`config.mk`:
```
export PLATFORM = sky130hd
export DESIGN_NAME = tenths_number_display_formatter_flat
export DESIGN_NICKNAME = d
export VERILOG_FILES = /design/src/hw/rtl/tndf_pkg.sv /design/src/hw/rtl/tndf_in_if.sv /design/src/hw/rtl/tndf_out_if.sv /design/src/hw/rtl/tndf_round.sv /design/src/hw/rtl/tndf_digits.sv /design/src/hw/rtl/tenths_number_display_formatter.sv /design/src/flat_wrapper.sv
export SDC_FILE = /design/constraint.sdc
export NUM_CORES = 1
export LEC_CHECK = 0
export BUFFER_PORTS_ARGS = -buffer_cell sky130_fd_sc_hd__buf_2
export CAP_MARGIN = 20
export CORE_MARGIN = 4
export CORE_UTILIZATION = 56
export CTS_CLUSTER_SIZE = 16
export DETAILED_ROUTE_END_ITERATION = 8
export GPL_TIMING_DRIVEN = 0
export PLACE_DENSITY = 0.8
export SLEW_MARGIN = 25
export SYNTH_ARGS = -nofsm -noshare
export SYNTH_HDL_FRONTEND = slang
export SYNTH_SLANG_ARGS = --single-unit
```
`constraint.sdc`:
```
create_clock -name clk -period 8.8 [get_ports clk]
set_input_delay 1.32 -clock clk [delete_from_list [all_inputs] [get_ports clk]]
set_output_delay 1.32 -clock clk [all_outputs]
set_load 0.01 [all_outputs]
```
`src/hw/rtl/tndf_pkg.sv`:
```
`timescale 1ns / 1ps

package tndf_pkg;

	localparam int VAL_W  = 16;
	localparam int NUM_W  = 13;
	localparam int CODE_W = 4;

	localparam int TOP_LIMIT    = 1999;
	localparam int BOTTOM_LIMIT = 999;
	localparam int DECIMAL_LOW  = -99;
	localparam int ONE_LOW      = 1000;
	localparam int ROUND_HALF   = 5;

	localparam logic [CODE_W-1:0] CODE_L     = 4'd10;
	localparam logic [CODE_W-1:0] CODE_O     = 4'd11;
	localparam logic [CODE_W-1:0] CODE_H     = 4'd12;
	localparam logic [CODE_W-1:0] CODE_I     = 4'd13;
	localparam logic [CODE_W-1:0] CODE_MINUS = 4'd14;
	localparam logic [CODE_W-1:0] CODE_BLANK = 4'd15;

	// Number after the tenths/units decision, with its row and dot flag
	typedef struct packed {
		logic signed [NUM_W-1:0] n;
		logic                    top;
		logic                    dot;
	} num_t;

	// One formatted display row
	typedef struct packed {
		logic [CODE_W-1:0] left;
		logic [CODE_W-1:0] middle;
		logic [CODE_W-1:0] right;
		logic              dot;
		logic              one_on;
		logic              one_write;
	} disp_t;

endpackage

```
`src/hw/rtl/tndf_in_if.sv`:
```
`timescale 1ns / 1ps

interface tndf_in_if;
	logic                                 valid;
	logic                                 ready;
	logic signed [tndf_pkg::VAL_W-1:0]    value_tenths;
	logic                                 top_row;

	modport source (output valid, output value_tenths, output top_row, input ready);
	modport sink   (input valid, input value_tenths, input top_row, output ready);
endinterface

```
`src/hw/rtl/tndf_out_if.sv`:
```
`timescale 1ns / 1ps

interface tndf_out_if;
	logic                          valid;
	logic                          ready;
	logic [tndf_pkg::CODE_W-1:0]   char_left;
	logic [tndf_pkg::CODE_W-1:0]   char_middle;
	logic [tndf_pkg::CODE_W-1:0]   char_right;
	logic                          dot_on;
	logic                          leading_one_on;
	logic                          leading_one_write;

	modport source (output valid, output char_left, output char_middle, output char_right,
		output dot_on, output leading_one_on, output leading_one_write, input ready);
	modport sink   (input valid, input char_left, input char_middle, input char_right,
		input dot_on, input leading_one_on, input leading_one_write, output ready);
endinterface

```
`src/hw/rtl/tndf_round.sv`:
```
`timescale 1ns / 1ps

module tndf_round (
	input  logic signed [tndf_pkg::VAL_W-1:0] value_tenths,
	input  logic                              top_row,
	output tndf_pkg::num_t                    num
);

	localparam logic signed [tndf_pkg::VAL_W-1:0] V_TOP =
		tndf_pkg::VAL_W'(tndf_pkg::TOP_LIMIT);
	localparam logic signed [tndf_pkg::VAL_W-1:0] V_BOT =
		tndf_pkg::VAL_W'(tndf_pkg::BOTTOM_LIMIT);
	localparam logic signed [tndf_pkg::VAL_W-1:0] V_LOW =
		tndf_pkg::VAL_W'(tndf_pkg::DECIMAL_LOW);

	logic signed [tndf_pkg::VAL_W:0] vx;
	logic [tndf_pkg::VAL_W:0]        mag;
	logic [tndf_pkg::VAL_W:0]        biased;
	logic [31:0]                     prod;
	logic [tndf_pkg::NUM_W-2:0]      q;
	logic signed [tndf_pkg::VAL_W-1:0] limit;
	logic                            in_tenths;

	always_comb begin
		vx        = {value_tenths[tndf_pkg::VAL_W-1], value_tenths};
		limit     = top_row ? V_TOP : V_BOT;
		in_tenths = (value_tenths >= V_LOW) && (value_tenths <= limit);
		mag       = vx[tndf_pkg::VAL_W] ? (17'd0 - 17'(vx)) : 17'(vx);
		// Round half away from zero on the magnitude, then divide by ten
		biased    = mag + 17'(tndf_pkg::ROUND_HALF);
		prod      = 32'(biased[tndf_pkg::VAL_W-1:0]) * 32'd52429;
		q         = 12'(prod >> 19);
		num.top   = top_row;
		num.dot   = in_tenths;
		if (in_tenths) begin
			num.n = tndf_pkg::NUM_W'(value_tenths);
		end else if (vx[tndf_pkg::VAL_W]) begin
			num.n = tndf_pkg::NUM_W'(13'd0 - {1'b0, q});
		end else begin
			num.n = tndf_pkg::NUM_W'({1'b0, q});
		end
	end

endmodule

```
`src/hw/rtl/tndf_digits.sv`:
```
`timescale 1ns / 1ps

module tndf_digits (
	input  tndf_pkg::num_t  num,
	output tndf_pkg::disp_t disp
);

	localparam logic signed [tndf_pkg::NUM_W-1:0] N_TOP =
		tndf_pkg::NUM_W'(tndf_pkg::TOP_LIMIT);
	localparam logic signed [tndf_pkg::NUM_W-1:0] N_BOT =
		tndf_pkg::NUM_W'(tndf_pkg::BOTTOM_LIMIT);
	localparam logic signed [tndf_pkg::NUM_W-1:0] N_LOW =
		tndf_pkg::NUM_W'(tndf_pkg::DECIMAL_LOW);
	localparam logic signed [tndf_pkg::NUM_W-1:0] N_ONE =
		tndf_pkg::NUM_W'(tndf_pkg::ONE_LOW);

	logic signed [tndf_pkg::NUM_W-1:0] limit;
	logic [tndf_pkg::NUM_W-1:0]        mag;
	logic [10:0]                       m;
	logic [26:0]                       p10;
	logic [23:0]                       p100;
	logic [7:0]                        q10;
	logic [4:0]                        h;
	logic [10:0]                       ten_q10;
	logic [7:0]                        ten_h;
	logic [3:0]                        d_right;
	logic [3:0]                        d_mid;
	logic [3:0]                        d_left;

	always_comb begin
		limit   = num.top ? N_TOP : N_BOT;
		mag     = num.n[tndf_pkg::NUM_W-1] ? (13'd0 - 13'(num.n)) : 13'(num.n);
		m       = mag[10:0];
		// Reciprocal multiplies, exact over 0..1999
		p10     = 27'(m) * 27'd52429;
		p100    = 24'(m) * 24'd5243;
		q10     = 8'(p10 >> 19);
		h       = 5'(p100 >> 19);
		ten_q10 = 11'({q10, 3'b000}) + 11'({q10, 1'b0});
		ten_h   = 8'({h, 3'b000}) + 8'({h, 1'b0});
		d_right = 4'(m - ten_q10);
		d_mid   = 4'(q10 - ten_h);
		d_left  = (h >= 5'd10) ? 4'(h - 5'd10) : 4'(h);

		if (num.n < N_LOW) begin
			disp.left   = tndf_pkg::CODE_L;
			disp.middle = tndf_pkg::CODE_O;
			disp.right  = tndf_pkg::CODE_BLANK;
		end else if (num.n > limit) begin
			disp.left   = tndf_pkg::CODE_H;
			disp.middle = tndf_pkg::CODE_I;
			disp.right  = tndf_pkg::CODE_BLANK;
		end else if (num.n[tndf_pkg::NUM_W-1]) begin
			disp.left   = tndf_pkg::CODE_MINUS;
			disp.middle = d_mid;
			disp.right  = d_right;
		end else begin
			disp.left   = (h == 5'd0) ? tndf_pkg::CODE_BLANK : d_left;
			disp.middle = d_mid;
			disp.right  = d_right;
		end

		disp.dot       = num.dot;
		disp.one_on    = num.top && (num.n >= N_ONE) && (num.n <= N_TOP);
		disp.one_write = num.top;
	end

endmodule

```
`src/hw/rtl/tenths_number_display_formatter.sv`:
```
`timescale 1ns / 1ps
// An accepted input transaction is registered in stages 1, 2 and 3 before display.
// Throughput: one transaction per cycle while display is ready; the three register
// stages advance as a stall-aware pipeline, so a full pipe takes an item in every free cycle.
// Reset: arst_n low clears all stage valid bits at once; payload registers are
// not reset. The block is ready as soon as reset is released.

module tenths_number_display_formatter (
	input  logic         clk,
	input  logic         arst_n,
	tndf_in_if.sink      sample,
	tndf_out_if.source   display
);

	// Stage valid bits
	logic valid_s1;
	logic valid_s2;
	logic valid_s3;

	// Stage enables: a stage loads when it is empty or its content moves on
	logic en_s1;
	logic en_s2;
	logic en_s3;

	// Stage 1: captured input transaction
	logic signed [tndf_pkg::VAL_W-1:0] value_s1;
	logic                              top_s1;

	// Stage 2: rounded number, row and dot decision
	tndf_pkg::num_t  num_comb;
	tndf_pkg::num_t  num_s2;

	// Stage 3: formatted row, held until the sink takes it
	tndf_pkg::disp_t disp_comb;
	tndf_pkg::disp_t disp_s3;

	assign en_s3 = !valid_s3 || display.ready;
	assign en_s2 = !valid_s2 || en_s3;
	assign en_s1 = !valid_s1 || en_s2;

	assign sample.ready = en_s1;

	// Decide tenths versus units and, for units, round the value to whole units
	tndf_round u_round (
		.value_tenths (value_s1),
		.top_row      (top_s1),
		.num          (num_comb)
	);

	// Split the number into cell codes and flags
	tndf_digits u_digits (
		.num  (num_s2),
		.disp (disp_comb)
	);

	// Advance control state
	always_ff @(posedge clk or negedge arst_n) begin
		if (!arst_n) begin
			valid_s1 <= 1'b0;
			valid_s2 <= 1'b0;
			valid_s3 <= 1'b0;
		end else begin
			if (en_s1) begin
				valid_s1 <= sample.valid;
			end
			if (en_s2) begin
				valid_s2 <= valid_s1;
			end
			if (en_s3) begin
				valid_s3 <= valid_s2;
			end
		end
	end

	// Hold payload while a stage is stalled
	always_ff @(posedge clk) begin
		if (en_s1 && sample.valid) begin
			value_s1 <= sample.value_tenths;
			top_s1   <= sample.top_row;
		end
		if (en_s2 && valid_s1) begin
			num_s2 <= num_comb;
		end
		if (en_s3 && valid_s2) begin
			disp_s3 <= disp_comb;
		end
	end

	assign display.valid             = valid_s3;
	assign display.char_left         = disp_s3.left;
	assign display.char_middle       = disp_s3.middle;
	assign display.char_right        = disp_s3.right;
	assign display.dot_on            = disp_s3.dot;
	assign display.leading_one_on    = disp_s3.one_on;
	assign display.leading_one_write = disp_s3.one_write;

	// An accepted transaction always lands in stage 1
	a_accept_lands: assert property (@(posedge clk) disable iff (!arst_n)
		sample.valid && sample.ready |=> valid_s1)
		else $error("accepted transaction not captured in stage 1");

	// A stalled result is never dropped
	a_result_held: assert property (@(posedge clk) disable iff (!arst_n)
		valid_s3 && !display.ready |=> valid_s3)
		else $error("stalled result dropped");

	// A value shown in tenths is never out of range
	a_dot_in_range: assert property (@(posedge clk) disable iff (!arst_n)
		valid_s3 && disp_s3.dot |->
		(disp_s3.left != tndf_pkg::CODE_L) && (disp_s3.left != tndf_pkg::CODE_H))
		else $error("decimal point lit on an out-of-range row");

	// The leading one is only lit on the top row
	a_one_top_only: assert property (@(posedge clk) disable iff (!arst_n)
		valid_s3 && disp_s3.one_on |-> disp_s3.one_write)
		else $error("leading one lit on the bottom row");

endmodule
```
`src/flat_wrapper.sv`:
```
// flat-port wrapper written by rule: the top's interface ports become plain ports
module tenths_number_display_formatter_flat 
  (clk, arst_n, sample_valid, sample_value_tenths, sample_top_row, sample_ready, display_valid, display_char_left, display_char_middle, display_char_right, display_dot_on, display_leading_one_on, display_leading_one_write, display_ready);
  tndf_in_if sample_i ();
  tndf_out_if display_i ();
  input  logic clk;
  input  logic arst_n;
  input wire logic [$bits(sample_i.valid)-1:0] sample_valid;
  input wire logic [$bits(sample_i.value_tenths)-1:0] sample_value_tenths;
  input wire logic [$bits(sample_i.top_row)-1:0] sample_top_row;
  output wire logic [$bits(sample_i.ready)-1:0] sample_ready;
  output wire logic [$bits(display_i.valid)-1:0] display_valid;
  output wire logic [$bits(display_i.char_left)-1:0] display_char_left;
  output wire logic [$bits(display_i.char_middle)-1:0] display_char_middle;
  output wire logic [$bits(display_i.char_right)-1:0] display_char_right;
  output wire logic [$bits(display_i.dot_on)-1:0] display_dot_on;
  output wire logic [$bits(display_i.leading_one_on)-1:0] display_leading_one_on;
  output wire logic [$bits(display_i.leading_one_write)-1:0] display_leading_one_write;
  input wire logic [$bits(display_i.ready)-1:0] display_ready;
  assign sample_i.valid = sample_valid;
  assign sample_i.value_tenths = sample_value_tenths;
  assign sample_i.top_row = sample_top_row;
  assign sample_ready = sample_i.ready;
  assign display_valid = display_i.valid;
  assign display_char_left = display_i.char_left;
  assign display_char_middle = display_i.char_middle;
  assign display_char_right = display_i.char_right;
  assign display_dot_on = display_i.dot_on;
  assign display_leading_one_on = display_i.leading_one_on;
  assign display_leading_one_write = display_i.leading_one_write;
  assign display_i.ready = display_ready;
  tenths_number_display_formatter u_core (.clk(clk), .arst_n(arst_n), .sample(sample_i), .display(display_i));
endmodule
```
==> results.json <==
{
  "synthTopCellsByArea": "ha_1 (27%), fa_1 (24%), edfxtp_1 (11%), inv_1 (8.7%), xnor2_1 (3.4%)",
  "die-area_um2": 24900,
  "synth_top_area_frac": 0.271,
  "netlist-cell-type-count": 88,
  "clk_latency_ps": 290,
  "die_w_um": 158,
  "r2r_setup_slack_ps": 130,
  "synth.avg_cell_area_um2": 9.70,
  "crit_fanout": 8,
  "synth_top_flop_cell": "edfxtp_1",
  "finalSetupViolCount": 0,
  "ys_ff_latch": 50,
  "cts.sinks": 50,
  "whs_path_depth": 0,
  "grt_remaining_overflow": 0,
  "ant_nets": 0,
  "synth_nets": 1742,
  "yosysWarnings": 0,
  "slew_viol_final": 0,
  "synthSimpleGateAreaFrac": 0.0986,
  "synth_most_common_cell": "inv_1",
  "r2r_cells": 27,
  "drv_cap": 0,
  "grt_usage": 0.241,
  "synth-compound-area-share": 0.107,
  "h-tree-depth": 2,
  "drt-total-wl_um": 29500,
  "cts_tree": "yes",
  "initial_core_util": 0.573,
  "gpl.final_weighted_congestion": 0.965,
  "num_vias": 9479,
  "hp-start": "u_core.num_s2[0]",
  "yosys.area.top_type": "ha_1",
  "die_y_um": 158,
  "r2r_end": "u_core.num_s2[11]",
  "dr.first_iter.drc_count": 665,
  "max_slew.worst_pin.slew_ps": 963,
  "yosysSeqAreaShare": 0.118,
  "via_per_inst": 5.79,
  "critPathKind": "flop to flop",
  "tns_ps": 0,
  "io_pins": 38,
  "slew_headroom": 0.353,
  "wire_per_inst_um": 18.0,
  "synthMuxAreaShare": 0.00417,
  "place_hpwl_um": 25100,
  "grt_max_degree": 18,
  "rsz0062_at_grt": "true",
  "status": "finished clean",
  "drive_gt1_frac": 0.103,
  "num_rows": 54,
  "cts_root_buf": "clkbuf_16",
  "max_freq_mhz": 115,
  "finalHoldViolCount": 0,
  "period_share": 0.985,
  "antennaDiodeCount": 0,
  "synthXorXnorAreaFrac": 0.0684,
  "worstSetupEndpointType": "flop",
  "final.min_clock_period_ps": 8670,
  "port_buffers": 37,
  "startpoint_type": "flop",
  "reg2reg_from": "u_core.value_s1[5]",
  "synth_area_um2": 12600,
  "holdCritPathClass": "flop to flop",
  "synth_top_family_by_area": "adder cells",
  "drt_pass1_iterations": 6,
  "path_clk_slew_ps": 70,
  "clock_skew_ps": 6.08,
  "critical_path_required_ps": 8840,
  "route.detailed.drc": 0,
  "nNetsFinal": 1801,
  "grt_pass1_wl_um": 48300,
  "synth_fa_ha_area_frac": 0.511,
  "async_reset_ff_frac": 0.0600,
  "coreArea_um2": 22000,
  "holdPathEnd": "u_core.display.dot_on",
  "first_global_vias": 9765,
  "area_growth_pct": 8.90,
  "critical_path.max_stage_delay_ps": 610,
  "critPathArrivalTime_ps": 8710,
  "cts_buffers": 5,
  "netlist_top_cells_count": "inv_1 (292), ha_1 (273), fa_1 (150)",
  "cts.path.max_buffers": 2,
  "critPathSlowestCell": "or4_4",
  "antenna_found_initial": 0,
  "synthCells": 1298,
  "synth-edff-count": 47
}
-- kinds of logic after synthesis --
group,Yosys count
AOI/OAI and AO/OA,188
xor gates and xnor gates,94
adders and majority gates,424
buffers and inverters,310
DFF,50
muxes,5
and+or+nand+nor,227
-- cell type report --
type	instances	area [µm²]
buffer	15	83.8
clock buffer	5	125
clock inverter	3	48.8
fill	1728	8250
inverter	293	1100
multi-input combinational	938	10200
sequential	50	1490
tap	280	350
timing repair buffer	54	313
-- sequential cells by signal, summed over array words and instances (netlist names) --
name	flops
u_core.display.dot_on	1
u_core.display.valid	1
u_core.display.char_right	4
u_core.display.leading_one_on	1
u_core.value_s1	16
u_core.display.leading_one_write	1
u_core.num_s2	15
u_core.valid_s2	1
u_core.valid_s1	1
u_core.top_s1	1
u_core.display.char_middle	4
u_core.display.char_left	4
-- how the worst max path moves through the flow --
stage	from	end	slack, ps	depth (start not counted)
floorplan	u_core.value_s1[5]	u_core.num_s2[11]	390	29
global placement	u_core.value_s1[0]	u_core.num_s2[11]	-890	29
detailed placement	u_core.value_s1[15]	u_core.num_s2[11]	-950	33
CTS	u_core.value_s1[5]	u_core.num_s2[11]	20	29
global route	u_core.value_s1[5]	u_core.num_s2[11]	-220	28
finish	u_core.value_s1[5]	u_core.num_s2[11]	130	27
-- routing by layer --
metal | vias to the layer above | share of wire | GRT usage | routed length, µm
met3 | 60 | 0.055 | 0.0260 | 1640
met2 | 333 | 0.51 | 0.439 | 15000
met5 | - | 0 | 0 | 0
li1 | 4459 | - | - | -
met1 | 4627 | 0.41 | 0.318 | 12200
met4 | 0 | 0.020 | 0.0374 | 580
-- cell usage in the layout (no fill, tap or decap), types with 14 or more instances in the layout --
master / synthesis / routed
edfxtp_1: 47 / 47
a21o_1: 18 / 18
xor2_1: 40 / 32
buf_4: 2 / 19
o21ai_0: 39 / 37
nor2_1: 30 / 30
nor3_1: 14 / 14
inv_1: 292 / 291
nand4_1: 15 / 15
ha_1: 273 / 266
xnor2_1: 49 / 43
fa_1: 150 / 150
buf_2: 1 / 38
a21oi_1: 38 / 34
nand2_1: 65 / 65
nand3_1: 21 / 21
-- timing repair --
action / in CTS / in global routing
hold buffers: 0 / 0
endpoints found under the setup margin: 12 / 10
buffers inserted: 5 / 12
resized for setup: 19 / 27
pin swaps: 2 / 10
-- critical path, delay by kind of cell, from the launching register on --
family	cells	cell delay, ps
AO/OA/AOI/OAI	7	1720
AND/OR/NAND/NOR	4	1920
buffers and inverters	5	420
XOR/XNOR	3	730
flip-flops	1	400
multiplexers	1	130
adder cells (fa/ha/maj)	7	3100
-- per-stage QoR --
| stage | utilization | hold slack [ps] | instance area [µm²] | instances | setup WS, ps |
|---|---|---|---|---|---|
| after floorplan | - | 400 | 12600 | 1298 | 394 |
| after global placement | 0.598 | 419 | 13100 | 1615 | -894 |
| after detailed placement | 0.598 | 416 | 13100 | 1615 | -953 |
| after CTS | 0.612 | 433 | 13400 | 1626 | 21.8 |
| after global routing | 0.625 | 452 | 13700 | 1638 | -222 |
| final | 0.625 | 427 | 13700 | 1638 | 134 |
Power is left out: the tool's default activity adds up to more than one toggle a clock period on the data nets, which glitch-free logic cannot reach.
